`src/rtl/swm_pick.sv`:
```
// One registered node of the front search tree: keeps the older candidate.
// No dependencies.
`timescale 1ns / 1ps

module swm_pick #(
	parameter int DW = 32
) (
	input  logic          clk,
	input  logic          en,
	input  logic          young_cand,
	input  logic [DW-1:0] young_val,
	input  logic          old_cand,
	input  logic [DW-1:0] old_val,
	output logic          cand,
	output logic [DW-1:0] val
);
	logic cand_q;
	logic [DW-1:0] val_q;

	always_ff @(posedge clk) begin
		if (en) begin
			cand_q <= young_cand | old_cand;
			val_q <= old_cand ? old_val : young_val;
		end
	end

	assign cand = cand_q;
	assign val = val_q;

endmodule

```
`config.mk`:
```
export PLATFORM = sky130hd
export DESIGN_NAME = swm_pick
export DESIGN_NICKNAME = d
export VERILOG_FILES = /design/src/rtl/swm_pick.sv
export SDC_FILE = /design/constraint.sdc
export NUM_CORES = 1
export LEC_CHECK = 0
export BUFFER_PORTS_ARGS = -buffer_cell sky130_fd_sc_hd__buf_2
export CAP_MARGIN = 25
export CORE_ASPECT_RATIO = 0.75
export CORE_MARGIN = 2
export CORE_UTILIZATION = 41
export DETAILED_ROUTE_END_ITERATION = 10
export PLACE_DENSITY = 0.78
export SKIP_CTS_REPAIR_TIMING = 1
export SYNTH_ARGS = -nofsm -noshare
export SYNTH_HDL_FRONTEND = slang
export SYNTH_SLANG_ARGS = --single-unit
```
`constraint.sdc`:
```
create_clock -name clk -period 1.1 [get_ports clk]
set_input_delay 0.165 -clock clk [delete_from_list [all_inputs] [get_ports clk]]
set_output_delay 0.165 -clock clk [all_outputs]
set_load 0.02 [all_outputs]
```
==> impl_metrics.tcl <==
set metrics [dict create \
    status "finished, final reports clean" \
    ys_seq_area_share_pct 64.44 \
    final_area_sq_um 2181 \
    max_stage_delay_ns 0.37 \
    maxCapViolCount 0 \
    cp.arrival_ns 0.81 \
    num_rows 19 \
    die-area_sq_um 4261 \
    top_layer "met4" \
    vias 1005 \
    p_seq_share_pct 51.9 \
    synth_compound_gate_area_share_pct 0 \
    place_ws_ns -0.004036 \
    synth_cells 70 \
    cts_num_sinks 33 \
    rsz0062_at_grt "false" \
    viasPerCell 4.370 \
    root_buffer "clkbuf_8" \
    wl_met2_mm 1.753 \
    cp_num_buf_inv 1 \
    postRouteWirelength_mm 2.991 \
    track_usage_pct 14.14 \
    antenna_left 0 \
    cts_buffers 5 \
    p_sw_w 0.0007197 \
    ys_seq_elements 33 \
    report.final.slew_viol_count 0 \
    synth_area_sq_um 1538 \
    worstPathCellList "buf_2" \
    antenna_found_initial 0 \
    start_util_pct 42.28 \
    grt_first_pass_wirelength_mm 4.436 \
    period_share_pct 88.84 \
    fmax_ghz 1.023 \
    place_area_sq_um 2100 \
    syn_nets 138 \
    h-tree-depth 2 \
    clk_pin_slew_ns 0.06 \
    min_period_ns 0.9773 \
    hold_ws_ns 0.1554 \
    required_ns 0.94 \
    yosys_warnings 0 \
    met3_length_microns 160 \
    drtPass1Iterations 4 \
    die_y_microns 57.04 \
    critPathMaxFanout 1 \
    critical_path_class "reg2out" \
    die_width_microns 74.72 \
    hold_class "in2reg" \
    place_congestion 0.6698 \
    ios 101 \
    diodes 0 \
    p_clk_share_pct 27.6 \
    end_kind "output port" \
    cp_top_family "flip-flops" \
    fin_ws_ns 0.1227 \
    postSynthAreaPerCell_sq_um 21.97 \
    drcViolationCount 0 \
    startpoint_type "flip-flop" \
    synth-xor-area-share_pct 0 \
    swShare_pct 24.20 \
    grt_max_degree 34 \
    peakVddDrop_mv 0.8433 \
    layout-drive-gt1-share_pct 79.78 \
    powerDensity_nw_per_um2 1364 \
    cts_buffer_depth 2 \
    synthDistinctLibCells 6 \
    grt-ovfl-total 0 \
    p_int_w 0.002255 \
    synth_top_family_by_area "multiplexers" \
    area_growth_syn_to_layout_pct 41.82 \
    yosys.area_share.adder_pct 0 \
    finalHoldViolCount 0 \
    core_sq_um 3637 \
    p_comb_share_pct 20.5 \
    grt_pass1_vias 1059 \
    setup_viol 0 \
    io_buffer_count 100 \
    slew-limit-headroom_pct 87.73 \
    crit_path_top_delay_cell "edfxtp_1" \
    wl_per_cell_microns 13.00 \
    initialDrtViolationCount 28 \
    worst_pin_slew_ns 0.1841 \
    power.leakage_nw 1.044 \
    tritoncts "built" \
    synth-simple-area-share_pct 0.4068 \
    nets 245 \
    synth.area.mux_share_pct 30.51 \
    wl_met1_mm 1.055 \
]
-- power groups by stage --
stage,registers (W),logic [W],clock network (W)
global route,0.00156,0.000644,0.000892
finish,0.00154,0.000609,0.000822
global placement,0.00157,0.000599,0
CTS,0.00155,0.000616,0.000849
floorplan,0.00173,0.000200,0
detailed placement,0.00157,0.000615,0
-- per-stage QoR --
stage | total power [W] | utilization (%) | std cells | TNS, ns
floorplan | 0.001928 | - | 70 | 0
global placement | 0.002167 | 57.72 | 222 | 0
finish | 0.002975 | 59.96 | 230 | 0
detailed placement | 0.002188 | 57.72 | 222 | -0.006891
global route | 0.003092 | 59.96 | 230 | 0
CTS | 0.003012 | 59.96 | 230 | 0
-- layer usage --
layer,vias up,global-route usage [%]
met1,478,13.75
met3,4,4.594
met4,0,5.357
met5,-,0
met2,38,27.18
li1,485,-
-- sequential cells by signal, summed over array words and instances, names as in the netlist --
name,cells
val,32
cand,1
-- cells by family after synthesis --
family	after synthesis
DFF	33
and+or+nand+nor	1
buffers and inverters	4
muxes	32
-- path summary, 6_finish.rpt --
| check | endpoint | start | cells after the start |
|---|---|---|---|
| worst max-delay path | val[12] | val[12] | 1 |
| worst min-delay path | cand | young_cand | 2 |
-- synthesized netlist by cell type --
cell type	count	area, sq um
edfxtp_1	33	991.0
or2_1	1	6.260
mux2_4	29	435.4
buf_12	3	60.06
buf_6	1	11.26
mux2_2	3	33.78
-- cells in the final DEF, fill, tap and decap left out --
cell type  instances
clkbuf_8           5
buf_12             3
mux2_2             3
buf_4              1
edfxtp_1          33
clkinv_1           2
clkinv_2           1
or2_1              1
mux2_4            29
buf_2            100
-- final cells by class --
| type | instances | area (sq um) |
|---|---|---|
| fillers | 299 | 1456 |
| flip-flops and latches | 33 | 991.0 |
| repair buffers | 104 | 568.0 |
| multi-input cells | 33 | 475.5 |
| clock buffers | 5 | 68.82 |
| well taps | 52 | 65.06 |
| clock inverters | 3 | 12.51 |
No activity file was read; power rests on OpenSTA's default activity.
