--- src/rtl/swm_pkg.sv ---
// Shared types and constants for the sliding window maximum block.
// No dependencies; imported by the cell and the top level.
`timescale 1ns / 1ps

package swm_pkg;

	typedef struct packed {
		logic load;
		logic clear;
	} swm_ctrl_t;

	localparam int WLEN_W = 7;
	localparam logic [WLEN_W-1:0] WLEN_RESET = 7'd1;

	typedef enum logic {
		REG_WINDOW_LEN = 1'b0,
		REG_UNUSED     = 1'b1
	} swm_reg_t;

endpackage

--- src/rtl/swm_cell.sv ---
// One cell of the sample shift line: holds one past sample and its candidate flag.
// Depends on swm_pkg for the control struct.
`timescale 1ns / 1ps

module swm_cell #(
	parameter int DW  = 32,
	parameter int KW  = 7,
	parameter int IDX = 0
) (
	input  logic                clk,
	input  logic                arst_n,
	input  swm_pkg::swm_ctrl_t  ctrl,
	input  logic [DW-1:0]       sample,
	input  logic [KW-1:0]       win,
	input  logic                prev_cand,
	input  logic [DW-1:0]       prev_val,
	output logic                cand,
	output logic [DW-1:0]       val,
	output logic                nxt_cand,
	output logic [DW-1:0]       nxt_val
);
	import swm_pkg::*;

	logic cand_q;
	logic [DW-1:0] val_q;
	logic less;
	logic live;

	// drop smaller values and values that leave the window
	assign less = $signed(prev_val) < $signed(sample);
	assign live = KW'(IDX) < win;
	assign nxt_cand = prev_cand & ~less & live;
	assign nxt_val = prev_val;

	always_ff @(posedge clk or negedge arst_n) begin
		if (!arst_n) begin
			cand_q <= 1'b0;
		end else if (ctrl.load) begin
			cand_q <= nxt_cand & ~ctrl.clear;
		end
	end

	always_ff @(posedge clk) begin
		if (ctrl.load) begin
			val_q <= nxt_val;
		end
	end

	assign cand = cand_q;
	assign val = val_q;

endmodule

--- config.mk ---
export PLATFORM = sky130hd
export DESIGN_NAME = swm_cell
export DESIGN_NICKNAME = d
export VERILOG_FILES = /design/src/rtl/swm_pkg.sv /design/src/rtl/swm_cell.sv
export SDC_FILE = /design/constraint.sdc
export NUM_CORES = 1
export LEC_CHECK = 0
export BUFFER_PORTS_ARGS = -buffer_cell sky130_fd_sc_hd__buf_2
export CORE_ASPECT_RATIO = 1.4
export CORE_MARGIN = 2
export CORE_UTILIZATION = 30
export CTS_CLUSTER_DIAMETER = 60
export DETAILED_ROUTE_END_ITERATION = 8
export GPL_TIMING_DRIVEN = 0
export PLACE_DENSITY = 0.66
export RECOVER_POWER = 50
export SLEW_MARGIN = 25
export SYNTH_ARGS = -nofsm -noshare
export SYNTH_HDL_FRONTEND = slang
export SYNTH_SLANG_ARGS = --single-unit
--- constraint.sdc ---
create_clock -name clk -period 1.9 [get_ports clk]
set_input_delay 0.095 -clock clk [delete_from_list [all_inputs] [get_ports clk]]
set_output_delay 0.095 -clock clk [all_outputs]
set_load 0.05 [all_outputs]
==> impl_metrics.prom, run 1 <==
# TYPE chip_impl_metric gauge
chip_impl_metric{name="detailedRoute.firstPassIterationCount",unit=""} 3
chip_impl_metric{name="top_level_ports",unit=""} 142
chip_impl_metric{name="critical_path_cell_count",unit=""} 10
chip_impl_metric{name="worst_path_largest_cell_delay",unit="ns"} 0.35
chip_impl_info{name="run_status",value="finished, violations left"} 1
chip_impl_metric{name="critPathMaxFanout",unit=""} 3
chip_impl_metric{name="synth-seq-area-share",unit=""} 0.480
chip_impl_metric{name="max_clock_freq",unit="MHz"} 518
chip_impl_metric{name="min_period_over_period",unit=""} 1.02
chip_impl_info{name="rsz_0062_raised_after_global_routing",value="yes"} 1
chip_impl_metric{name="synth_async_sr_flop_share",unit=""} 0.0303
chip_impl_metric{name="buffers_added_on_ports",unit=""} 141
chip_impl_metric{name="setup-violations-final",unit=""} 1
chip_impl_info{name="most_area_hungry_cell_type_in_the_yosys_netlist",value="edfxtp_1"} 1
chip_impl_metric{name="skew",unit="ns"} 0
chip_impl_metric{name="grt_pass1_wl",unit="mm"} 7.33
chip_impl_metric{name="wl_per_cell",unit="um"} 12.0
chip_impl_info{name="timing.critical_path.cells",value="buf_4 -> ha_4 -> nand4_1 -> nor2_1 -> a221o_1 -> a211oi_2 -> o21ai_2 -> xor2_2 -> nor2_4 -> buf_8"} 1
chip_impl_metric{name="number_of_levels_in_the_clock_h_tree",unit=""} 2
chip_impl_metric{name="num_rows",unit=""} 35
chip_impl_metric{name="timing.final.ws_setup",unit="ns"} -0.0301
chip_impl_metric{name="synthesis.area",unit="um^2"} 2050
chip_impl_metric{name="worst_setup_hold_path_clk_slew",unit="ns"} 0.07
chip_impl_info{name="tritoncts_clock_tree",value="yes"} 1
chip_impl_metric{name="cellLeakagePower",unit="uW"} 0.00151
chip_impl_metric{name="r2r_slack",unit="ns"} 1.25
chip_impl_metric{name="globalRouteOverflowTotal",unit=""} 0
chip_impl_metric{name="synth_edf_count",unit=""} 32
chip_impl_info{name="cts.root.buffer_cell",value="clkbuf_8"} 1
chip_impl_metric{name="critPathRequiredTime",unit="ns"} 1.80
chip_impl_info{name="failing_checks",value="negative setup slack"} 1
chip_impl_metric{name="whs_path_depth",unit=""} 1
chip_impl_metric{name="drt_drc_violations_left",unit=""} 0
chip_impl_metric{name="final_layout_size_suffix_gt1_frac",unit=""} 0.485
chip_impl_info{name="critical_path.startpoint_type",value="primary input"} 1
chip_impl_metric{name="stdcell_area",unit="um^2"} 3240
chip_impl_metric{name="maximum_buffer_depth_of_the_clock_tree",unit=""} 2
chip_impl_metric{name="worst_slew_margin_rel",unit=""} 0.457
chip_impl_metric{name="dp.final_hpwl",unit="mm"} 4.02
chip_impl_metric{name="cts_buffers",unit=""} 5
chip_impl_metric{name="worst_r2r_path_depth",unit=""} 2
chip_impl_metric{name="postSynthRegisterBits",unit=""} 33
chip_impl_metric{name="layout.filler_cells",unit=""} 659
chip_impl_metric{name="insertedDiodeCount",unit=""} 0
chip_impl_metric{name="via_count",unit=""} 1803
chip_impl_metric{name="crit_arrival",unit="ns"} 1.84
chip_impl_metric{name="number_of_max_slew_violations_in_the_final_report",unit=""} 0
chip_impl_metric{name="crit_path_time_final",unit="ns"} 1.93
chip_impl_metric{name="grt_start_max_net_pins",unit=""} 35
chip_impl_metric{name="routed_via_density",unit=""} 4.19
chip_impl_metric{name="postSynthAreaPerCell",unit="um^2"} 11.3
chip_impl_metric{name="vdd_ir_drop_max",unit="mV"} 0.314
chip_impl_info{name="ys_top_cells_by_area",value="edfxtp_1 47%, ha_1 19%, buf_4 12%"} 1
chip_impl_metric{name="mappedNetlistNets",unit=""} 288
chip_impl_metric{name="timing.critical_path.buf_inv",unit=""} 2
chip_impl_metric{name="maxcap_violations",unit=""} 0
chip_impl_info{name="timing.critical_path.slowest_stage_cell",value="a221o_1"} 1
chip_impl_metric{name="area_growth_syn_to_layout",unit="%"} 57.6
chip_impl_metric{name="placed_area",unit="um^2"} 2880
chip_impl_metric{name="nets",unit=""} 444
chip_impl_metric{name="netlist_instances",unit=""} 181
chip_impl_info{name="worst_setup_path_end_kind",value="primary output"} 1
chip_impl_metric{name="die_width",unit="um"} 73.9
chip_impl_metric{name="initial_standard_cell_utilization_of_the_core",unit=""} 0.311
chip_impl_metric{name="core",unit="um^2"} 6610
chip_impl_metric{name="yosys.area.top_type_share",unit=""} 0.468
chip_impl_metric{name="final_core_utilization",unit=""} 0.489
chip_impl_metric{name="clk-insertion-delay-late",unit="ns"} 0.28
chip_impl_metric{name="global_route.usage.total",unit=""} 0.128
chip_impl_metric{name="detail-route-antenna-nets",unit=""} 0
chip_impl_metric{name="synth_cell_types",unit=""} 27
chip_impl_metric{name="report.final.hold_viol_count",unit=""} 0
chip_impl_metric{name="cts.sink_count",unit=""} 33
chip_impl_metric{name="initial_antenna_violation_count",unit=""} 0
chip_impl_metric{name="design.die.area",unit="um^2"} 7530
chip_impl_metric{name="grt_pass1_vias",unit=""} 1658
chip_impl_metric{name="wl",unit="mm"} 5.17
chip_impl_info{name="min_path_type",value="in2reg"} 1
chip_impl_metric{name="synthesis.yosys.warnings",unit=""} 0
chip_impl_metric{name="detailed_route_iter0_violations",unit=""} 30
chip_impl_metric{name="power.density",unit="nW/um^2"} 728
chip_impl_metric{name="dieHeight",unit="um"} 102
chip_impl_metric{name="globalplace.congestion",unit=""} 0.758
chip_impl_metric{name="worst-slew-pin-transition",unit="ns"} 0.815
chip_impl_info{name="worstSetupPathType",value="in2out"} 1
chip_impl_info{name="delay_heaviest_family_cp",value="compound AO/OA/AOI/OAI gates"} 1
chip_impl_info{name="synth_ff_type",value="edfxtp_1"} 1
## worst register-to-register path, cell delays in order, from the launching register on
cell and delay, ns:
dfrtp_1 0.38, inv_1 0.06, o22ai_2 0.07
## routing by layer
layer	GRT usage	share of wire
met3	0.0335	0.066
met4	0.0517	0.017
met5	0	0
met1	0.137	0.37
met2	0.235	0.55
## through the flow
step	hold slack, ns	setup TNS [ns]	total power (uW)	setup slack [ns]	std cells
floorplan	-0.201	0	1420	0.124	181
global placement	-0.129	-0.608	1640	-0.337	414
detailed placement	-0.128	-0.627	1650	-0.344	414
CTS	0.00583	-0.147	2350	-0.147	426
global route	0.00494	-0.0990	2480	-0.0990	430
finish	0.0175	-0.0301	2350	-0.0301	430
## kinds of logic (layout without fill, tap and decap cells)
kind of cell	after synthesis	in the layout	share of synthesized area
compound gates	28	28	0.0878
buf+inv	64	221	0.176
simple gates	24	24	0.0634
flops	33	33	0.480
fa+ha+maj	31	31	0.189
xor+xnor	1	1	0.00427
## cell type report
| cell class | instances | area [um^2] | area share |
|---|---|---|---|
| Clock buffer | 6 | 72.6 | 0.0224 |
| Inverter | 32 | 125 | 0.0387 |
| Sequential cell | 33 | 986 | 0.305 |
| Multi-Input combinational cell | 84 | 901 | 0.278 |
| Timing Repair Buffer | 149 | 763 | 0.236 |
| Buffer | 32 | 240 | 0.0742 |
| Tap cell | 92 | 115 | 0.0356 |
| Clock inverter | 2 | 33.8 | 0.0104 |
## Yosys cell counts (2+ instances only)
master	count
nand3_1	3
nor2_1	4
inv_1	32
ha_1	31
buf_4	32
o21ai_0	3
nand2_1	8
a21o_1	2
a21oi_1	13
nand4_1	4
edfxtp_1	32
o21ai_1	2
## timing repair
action                                 4_1_cts  5_1_grt
pin swaps                                    7       18
gates cloned                                 0        0
setup buffers                                3        1
resized for setup                           14       36
setup endpoints to repair                    1        2
hold buffers                                 1        3
endpoints found under the hold margin        1        3
## cells in the final DEF, fill, tap and decap left out, types with 3 or more instances in the layout
cell type and n:
clkbuf_1 54, ha_1 18, inv_1 23, nand4_1 4
buf_2 80, edfxtp_1 32, dlygate4sd3_1 4, nand2_1 7
buf_8 3, ha_4 11, nand3_1 3, a21oi_1 12
inv_2 7, buf_4 37, nor2_1 3, clkbuf_8 5
buf_6 3
## registers in the layout, indices dropped and copies added, names as in the netlist
name  cells
val      32
cand      1
## path summary, 6_finish.rpt
check | from | endpoint
min reg2reg | cand$_DFFE_PN0P_ | cand$_DFFE_PN0P_
max reg2reg | cand$_DFFE_PN0P_ | cand$_DFFE_PN0P_
min | prev_val[29] | val[29]$_DFFE_PP_
max | prev_val[28] | nxt_cand
max in group asynchronous | arst_n | cand$_DFFE_PN0P_
min in group asynchronous | arst_n | cand$_DFFE_PN0P_
## where the power goes
group | switching, uW | internal, uW
Combinational | 557 | 276
Clock | 260 | 387
Sequential | 12.7 | 862
Note: power is estimated with default switching activity, not from simulation.
==> run 2, diff against run 1 <==
Settings changed: SETUP_SLACK_MARGIN set to 0.5.
==> run 2 against run 1 <==
Against the previous run: the flow still finishes with violations (negative setup slack); first-iteration DRC count fell by 77%; non-clock buffer count fell by 3; largest cell class is now sequential cells; highest routed layer unchanged; combinational power fell by 4.2%.
==> impl_metrics.prom, run 2 (same netlist as run 1, synthesis figures left out) <==
# TYPE chip_impl_metric gauge
chip_impl_info{name="run_status",value="finished, violations left"} 1
chip_impl_info{name="failing_checks",value="negative setup slack"} 1
chip_impl_metric{name="critPathMaxFanout",unit=""} 2
chip_impl_metric{name="cts_buffers",unit=""} 5
chip_impl_metric{name="global_route.usage.total",unit=""} 0.134
chip_impl_info{name="worst_case_hold_path_end_point",value="val[8]$_DFFE_PP_"} 1
chip_impl_metric{name="initial_standard_cell_utilization_of_the_core",unit=""} 0.311
chip_impl_metric{name="crit_path_time_final",unit="ns"} 1.97
chip_impl_metric{name="report.final.hold_viol_count",unit=""} 0
chip_impl_metric{name="maximum_buffer_depth_of_the_clock_tree",unit=""} 2
chip_impl_metric{name="largest_register_ffs",unit=""} 32
chip_impl_info{name="timing.critical_path.slowest_stage_cell",value="a211o_1"} 1
chip_impl_metric{name="detailed_route_iter0_violations",unit=""} 7
chip_impl_info{name="worst_setup_path_end_kind",value="primary output"} 1
chip_impl_metric{name="via_count",unit=""} 1812
chip_impl_metric{name="wl_per_cell",unit="um"} 11.6
chip_impl_metric{name="cts.sink_count",unit=""} 33
chip_impl_info{name="timing.rr.start",value="cand$_DFFE_PN0P_"} 1
chip_impl_metric{name="timing.final.ws_setup",unit="ns"} -0.0694
chip_impl_metric{name="top_level_ports",unit=""} 142
chip_impl_metric{name="critPathRequiredTime",unit="ns"} 1.80
chip_impl_metric{name="die_width",unit="um"} 73.9
chip_impl_metric{name="skew",unit="ns"} 0
chip_impl_info{name="regToRegEndpoint",value="cand$_DFFE_PN0P_"} 1
chip_impl_metric{name="vdd_ir_drop_max",unit="mV"} 0.349
chip_impl_info{name="cts.root.buffer_cell",value="clkbuf_8"} 1
chip_impl_metric{name="stdcell_area",unit="um^2"} 3080
chip_impl_metric{name="dieHeight",unit="um"} 102
chip_impl_info{name="critical_path.startpoint_type",value="primary input"} 1
chip_impl_metric{name="worst_hold_slack",unit="ns"} 0.0645
chip_impl_metric{name="crit_arrival",unit="ns"} 1.87
chip_impl_info{name="tritoncts_clock_tree",value="yes"} 1
chip_impl_metric{name="multi_input_comb_area",unit="um^2"} 848
chip_impl_metric{name="design.die.area",unit="um^2"} 7530
chip_impl_metric{name="wl",unit="mm"} 4.94
chip_impl_metric{name="timing.critical_path.buf_inv",unit=""} 3
chip_impl_metric{name="area_growth_syn_to_layout",unit="%"} 50.2
chip_impl_metric{name="drt_drc_violations_left",unit=""} 0
chip_impl_metric{name="setup-violations-final",unit=""} 1
chip_impl_metric{name="final_layout_size_suffix_gt1_frac",unit=""} 0.431
chip_impl_metric{name="area.sequential",unit="um^2"} 986
chip_impl_metric{name="initial_antenna_violation_count",unit=""} 0
chip_impl_info{name="most-common-layout-cells",value="75 x buf_2, 64 x clkbuf_1, 35 x buf_4"} 1
chip_impl_metric{name="placed_area",unit="um^2"} 2980
chip_impl_metric{name="routed_via_density",unit=""} 4.25
chip_impl_metric{name="dp.cells",unit=""} 414
chip_impl_metric{name="layout.filler_cells",unit=""} 664
chip_impl_metric{name="dp.final_hpwl",unit="mm"} 4.04
chip_impl_metric{name="worst-slew-pin-transition",unit="ns"} 0.803
chip_impl_info{name="worstHoldStart",value="prev_val[8]"} 1
chip_impl_metric{name="setup_tns",unit="ns"} -0.0694
chip_impl_metric{name="number_of_max_slew_violations_in_the_final_report",unit=""} 0
chip_impl_metric{name="grt_pass1_vias",unit=""} 1776
chip_impl_info{name="timing.critical_path.cells",value="buf_8 -> inv_6 -> ha_4 -> a211o_1 -> a31oi_2 -> o221ai_2 -> a211oi_2 -> o21ai_2 -> xor2_2 -> nor2_4 -> buf_6"} 1
chip_impl_metric{name="maxcap_violations",unit=""} 0
chip_impl_metric{name="core",unit="um^2"} 6610
chip_impl_metric{name="min_period_over_period",unit=""} 1.04
chip_impl_info{name="min_path_type",value="in2reg"} 1
chip_impl_metric{name="buffers_added_on_ports",unit=""} 141
chip_impl_metric{name="critical_path_cell_count",unit=""} 11
chip_impl_metric{name="clk-insertion-delay-late",unit="ns"} 0.27
chip_impl_metric{name="worst_setup_hold_path_clk_slew",unit="ns"} 0.06
chip_impl_info{name="rsz_0062_raised_after_global_routing",value="yes"} 1
chip_impl_metric{name="globalRouteOverflowTotal",unit=""} 0
chip_impl_metric{name="detail-route-antenna-nets",unit=""} 0
chip_impl_metric{name="nets",unit=""} 441
chip_impl_metric{name="final_cells",unit=""} 426
chip_impl_metric{name="num_rows",unit=""} 35
chip_impl_metric{name="worst_path_largest_cell_delay",unit="ns"} 0.30
chip_impl_metric{name="detailedRoute.firstPassIterationCount",unit=""} 2
chip_impl_metric{name="number_of_levels_in_the_clock_h_tree",unit=""} 2
chip_impl_metric{name="r2r_slack",unit="ns"} 1.24
chip_impl_info{name="layout_commonest_cell",value="buf_2"} 1
chip_impl_metric{name="globalplace.congestion",unit=""} 0.719
chip_impl_metric{name="insertedDiodeCount",unit=""} 0
chip_impl_metric{name="whs_path_depth",unit=""} 1
chip_impl_metric{name="worst_slew_margin_rel",unit=""} 0.465
chip_impl_metric{name="grt_start_max_net_pins",unit=""} 35
chip_impl_metric{name="power.density",unit="nW/um^2"} 700
chip_impl_metric{name="final_core_utilization",unit=""} 0.466
chip_impl_info{name="worstSetupPathType",value="in2out"} 1
chip_impl_metric{name="cellLeakagePower",unit="uW"} 0.00145
chip_impl_metric{name="worst_r2r_path_depth",unit=""} 2
chip_impl_metric{name="max_clock_freq",unit="MHz"} 508
chip_impl_info{name="delay_heaviest_family_cp",value="compound AO/OA/AOI/OAI gates"} 1
chip_impl_metric{name="grt_pass1_wl",unit="mm"} 7.72
==> run 2: changes by cell type in the layout (fill, tap and decap cells not counted), sizes merged <==
cell	before	now
buf	123	113
clkbuf	60	69
dlygate4sd3	4	2
bufinv	1	0
==> run 2: metrics by stage <==
step	setup slack, ns	power, uW
global route	-0.170	2290
floorplan	0.158	1440
CTS	-0.0842	2220
detailed placement	-0.394	1680
global placement	-0.369	1670
finish	-0.0694	2160
==> run 2: timing repair <==
item | 4_1_cts | 5_1_grt
endpoints found under the hold margin | 2 | 0
gates resized for setup | 13 | 0
hold buffers | 2 | 0
buffers inserted | 3 | 0
setup endpoints to repair | 2 | 2
pin swaps | 10 | 1
==> run 2: routing by layer <==
layer,up-vias,part of all wire,global-route usage
met5,-,0,0
met4,0,0.013,0.0476
met3,6,0.069,0.0335
met2,85,0.56,0.258
met1,814,0.35,0.136
li1,907,-,-
==> run 2: power by group <==
group / internal, uW / total (uW) / switching (uW)
clock: 247 / 486 / 239
sequential: 862 / 874 / 12.2
combinational: 250 / 798 / 548
total: 1360 / 2160 / 799
==> run 2: final cells by class <==
| cell class | count | area share |
|---|---|---|
| Timing Repair Buffer | 146 | 0.224 |
| Sequential cell | 33 | 0.320 |
| Buffer | 32 | 0.0779 |
| Tap cell | 92 | 0.0373 |
| Clock buffer | 6 | 0.0235 |
| Clock inverter | 1 | 0.00122 |
| Inverter | 32 | 0.0406 |
| Multi-Input combinational cell | 84 | 0.275 |
==> run 2: how the worst max path moves through the flow <==
stage	start	to	slack, ns
CTS	sample[2]	nxt_cand	-0.08
floorplan	prev_val[2]	nxt_cand	0.16
detailed placement	prev_val[2]	nxt_cand	-0.39
global placement	prev_val[2]	nxt_cand	-0.37
finish	sample[2]	nxt_cand	-0.07
global route	sample[2]	nxt_cand	-0.17
==> run 3, diff against run 2 <==
Settings changed: ABC_AREA set to 1.
==> run 3 against run 2 <==
Against the previous run: the flow now finishes without violations; largest cell class unchanged; worst hold slack lost 0.010 ns; wire length up 2.7%; critical path type unchanged; combinational power fell by 2%; design area rose by 1.5%; synthesized cell count rose by 16%; global-route usage about the same; non-clock buffer count rose by 3; sequential share of layout area decreased by 0.49 points; register-to-register slack gained 0.06 ns; sequential cell count stayed put; setup slack improved by 0.40 ns.
==> impl_metrics.prom, run 3 <==
# TYPE chip_impl_metric gauge
chip_impl_info{name="delay_heaviest_family_cp",value="simple AND/OR/NAND/NOR gates"} 1
chip_impl_metric{name="postcts_setup_bufs",unit=""} 0
chip_impl_metric{name="vdd_ir_drop_max",unit="mV"} 0.321
chip_impl_metric{name="nets",unit=""} 473
chip_impl_metric{name="number_of_levels_in_the_clock_h_tree",unit=""} 2
chip_impl_metric{name="critPathMaxFanout",unit=""} 3
chip_impl_metric{name="worst_slew_margin_rel",unit=""} 0.408
chip_impl_metric{name="detailedRoute.firstPassIterationCount",unit=""} 2
chip_impl_metric{name="core",unit="um^2"} 6940
chip_impl_info{name="worst_path_most_repeated_cell",value="nand2_1"} 1
chip_impl_info{name="ys_top_cells_by_area",value="edfxtp_1 45%, ha_1 18%, buf_4 11%"} 1
chip_impl_metric{name="largest_register_ffs",unit=""} 32
chip_impl_info{name="layout_commonest_cell",value="buf_2"} 1
chip_impl_metric{name="cts.sink_count",unit=""} 33
chip_impl_metric{name="synth-simple-area-share",unit=""} 0.111
chip_impl_metric{name="global_route.usage.total",unit=""} 0.134
chip_impl_metric{name="globalRouteOverflowTotal",unit=""} 0
chip_impl_info{name="regToRegEndpoint",value="cand$_DFFE_PN0P_"} 1
chip_impl_metric{name="synthesis.area",unit="um^2"} 2130
chip_impl_metric{name="critical_path_cell_count",unit=""} 13
chip_impl_info{name="tritoncts_clock_tree",value="yes"} 1
chip_impl_metric{name="setup-violations-final",unit=""} 0
chip_impl_metric{name="detail-route-antenna-nets",unit=""} 0
chip_impl_metric{name="dp.final_hpwl",unit="mm"} 4.02
chip_impl_metric{name="cts_buffers",unit=""} 5
chip_impl_metric{name="detailed_route_iter0_violations",unit=""} 47
chip_impl_metric{name="proportion_of_power_drawn_by_the_clock_network",unit=""} 0.240
chip_impl_metric{name="cellLeakagePower",unit="uW"} 0.00155
chip_impl_metric{name="synth_adder_area_share",unit=""} 0.182
chip_impl_metric{name="report.final.hold_viol_count",unit=""} 0
chip_impl_metric{name="worst_r2r_path_depth",unit=""} 2
chip_impl_metric{name="power.density",unit="nW/um^2"} 695
chip_impl_metric{name="compound_gate_portion_of_the_synthesized_area",unit=""} 0.0559
chip_impl_metric{name="routed_via_density",unit=""} 4.10
chip_impl_metric{name="grt_pass1_vias",unit=""} 1898
chip_impl_metric{name="seq_power_share",unit=""} 0.401
chip_impl_metric{name="yosys.area.top_type_share",unit=""} 0.452
chip_impl_metric{name="dp.cells",unit=""} 446
chip_impl_metric{name="netlist_instances",unit=""} 210
chip_impl_info{name="ys_top_cells_by_count",value="41 x inv_1, 32 x buf_4, 32 x edfxtp_1"} 1
chip_impl_info{name="run_status",value="complete, no violations"} 1
chip_impl_metric{name="min_period_over_period",unit=""} 0.828
chip_impl_info{name="timing.critical_path.cells",value="clkbuf_1 -> ha_4 -> nand2_1 -> inv_1 -> nor3_2 -> nand2_1 -> nand2_1 -> nand2_2 -> nand2_2 -> nand2_1 -> nand2_2 -> and3_4 -> buf_8"} 1
chip_impl_metric{name="worst_setup_hold_path_clk_slew",unit="ns"} 0.07
chip_impl_metric{name="postSynthAreaPerCell",unit="um^2"} 10.1
chip_impl_metric{name="maximum_buffer_depth_of_the_clock_tree",unit=""} 2
chip_impl_info{name="rsz_0062_raised_after_global_routing",value="yes"} 1
chip_impl_metric{name="number_of_max_slew_violations_in_the_final_report",unit=""} 0
chip_impl_metric{name="internal_power",unit="uW"} 1350
chip_impl_metric{name="max_clock_freq",unit="MHz"} 636
chip_impl_metric{name="die_width",unit="um"} 75.2
chip_impl_metric{name="initial_antenna_violation_count",unit=""} 0
chip_impl_metric{name="buffers_added_on_ports",unit=""} 141
chip_impl_metric{name="critPathRequiredTime",unit="ns"} 1.80
chip_impl_metric{name="skew",unit="ns"} 0
chip_impl_metric{name="grt_pass1_wl",unit="mm"} 8.08
chip_impl_info{name="most-common-layout-cells",value="75 x buf_2, 64 x clkbuf_1, 39 x inv_1"} 1
chip_impl_info{name="timing.rr.start",value="cand$_DFFE_PN0P_"} 1
chip_impl_info{name="min_path_type",value="in2reg"} 1
chip_impl_metric{name="pwr-share-comb",unit=""} 0.359
chip_impl_info{name="worstSetupPathType",value="in2out"} 1
chip_impl_metric{name="synth_edf_count",unit=""} 32
chip_impl_info{name="most_area_hungry_cell_type_in_the_yosys_netlist",value="edfxtp_1"} 1
chip_impl_metric{name="area_growth_syn_to_layout",unit="%"} 47.2
chip_impl_metric{name="post_synth_xor_area_fraction",unit=""} 0
chip_impl_metric{name="net_switching_fraction_of_the_power",unit=""} 0.380
chip_impl_metric{name="worst-slew-pin-transition",unit="ns"} 0.889
chip_impl_metric{name="final_core_utilization",unit=""} 0.451
chip_impl_metric{name="crit_arrival",unit="ns"} 1.48
chip_impl_metric{name="placed_area",unit="um^2"} 2960
chip_impl_metric{name="final_cells",unit=""} 462
chip_impl_info{name="synth_ff_type",value="edfxtp_1"} 1
chip_impl_metric{name="globalplace.congestion",unit=""} 0.769
chip_impl_info{name="timing.critical_path.slowest_stage_cell",value="ha_4"} 1
chip_impl_metric{name="synth_async_sr_flop_share",unit=""} 0.0303
chip_impl_metric{name="via_count",unit=""} 1896
chip_impl_info{name="critical_path.endpoint",value="nxt_cand"} 1
chip_impl_metric{name="switching_power",unit="uW"} 827
chip_impl_metric{name="crit_path_time_final",unit="ns"} 1.57
chip_impl_metric{name="maxcap_violations",unit=""} 0
chip_impl_metric{name="clk-insertion-delay-late",unit="ns"} 0.29
chip_impl_metric{name="wl",unit="mm"} 5.07
chip_impl_info{name="cts.root.buffer_cell",value="clkbuf_8"} 1
chip_impl_metric{name="wl_per_cell",unit="um"} 11.0
chip_impl_info{name="synth_top_family_by_area",value="buffers and inverters"} 1
chip_impl_metric{name="top_level_ports",unit=""} 142
chip_impl_metric{name="timing.critical_path.buf_inv",unit=""} 3
chip_impl_metric{name="synth-seq-area-share",unit=""} 0.464
chip_impl_metric{name="grt_start_max_net_pins",unit=""} 34
chip_impl_metric{name="num_rows",unit=""} 36
chip_impl_metric{name="post_synth_mux_area_share",unit=""} 0
chip_impl_metric{name="layout.filler_cells",unit=""} 726
chip_impl_metric{name="design.die.area",unit="um^2"} 7790
chip_impl_metric{name="synthesis.yosys.warnings",unit=""} 0
chip_impl_metric{name="mappedNetlistNets",unit=""} 317
chip_impl_info{name="crit_start",value="prev_val[7]"} 1
chip_impl_info{name="critical_path.startpoint_type",value="primary input"} 1
chip_impl_metric{name="drt_drc_violations_left",unit=""} 0
chip_impl_metric{name="stdcell_area",unit="um^2"} 3130
chip_impl_info{name="synth_most_common_cell",value="inv_1"} 1
chip_impl_metric{name="postSynthRegisterBits",unit=""} 33
chip_impl_info{name="worst_setup_path_end_kind",value="primary output"} 1
chip_impl_metric{name="initial_standard_cell_utilization_of_the_core",unit=""} 0.307
chip_impl_metric{name="insertedDiodeCount",unit=""} 0
chip_impl_metric{name="setup_tns",unit="ns"} 0
chip_impl_metric{name="synth_cell_types",unit=""} 22
chip_impl_metric{name="final_layout_size_suffix_gt1_frac",unit=""} 0.381
chip_impl_metric{name="worst_path_largest_cell_delay",unit="ns"} 0.24
chip_impl_metric{name="r2r_slack",unit="ns"} 1.30
chip_impl_metric{name="dieHeight",unit="um"} 104
## run 3: kinds of logic after synthesis
kind of cell,after synthesis
adder cells (fa/ha/maj),31
AND/OR/NAND/NOR,51
buffers and inverters,74
flip-flops,33
AO/OA/AOI/OAI,21
## run 3: worst min-delay path by stage
stage / cells after the start / from / to
2_1_floorplan: 0 / arst_n / cand$_DFFE_PN0P_
3_5_place_dp: 1 / arst_n / cand$_DFFE_PN0P_
4_1_cts: 1 / prev_val[14] / val[14]$_DFFE_PP_
6_report: 1 / prev_val[13] / val[13]$_DFFE_PP_
3_3_place_gp: 1 / arst_n / cand$_DFFE_PN0P_
5_1_grt: 1 / prev_val[8] / val[8]$_DFFE_PP_
## run 3: power groups by stage
stage / Combinational (uW) / Sequential, uW / Clock, uW
finish: 781 / 873 / 521
floorplan: 334 / 1100 / 0
detailed placement: 763 / 890 / 0
global placement: 755 / 888 / 0
global route: 845 / 881 / 569
CTS: 795 / 874 / 552
## run 3: timing repair
action / in CTS / in global routing
setup endpoints to repair: 1 / 1
hold buffers: 7 / 1
pin swaps: 6 / 5
resized for setup: 12 / 6
hold endpoints to repair: 7 / 1
## run 3: layer usage
layer | wire length, um | vias to the layer above | GRT usage | part of all wire
met1 | 1890 | 829 | 0.134 | 0.37
met5 | 0 | - | 0 | 0
li1 | - | 973 | - | -
met4 | 74 | 0 | 0.0489 | 0.015
met2 | 2770 | 88 | 0.251 | 0.55
met3 | 337 | 6 | 0.0350 | 0.066
## run 3: area by class of cell
cell class / count / area [um^2] / share of cell area
well taps: 95 / 119 / 0.0380
multi-input cells: 103 / 831 / 0.265
plain buffers: 32 / 240 / 0.0767
repair buffers: 149 / 716 / 0.229
clock buffers: 5 / 68.8 / 0.0220
flip-flops and latches: 33 / 986 / 0.315
inverters: 42 / 158 / 0.0504
clock inverters: 3 / 12.5 / 0.00400
## run 3: per-stage QoR
stage	worst slack (ns)	hold slack (ns)	total power, uW
final	0.327	0.0544	2180
after global routing	0.201	0.0526	2290
after CTS	0.320	0.000107	2220
after detailed placement	0.155	-0.129	1650
after global placement	0.160	-0.129	1640
after floorplan	0.537	-0.201	1430
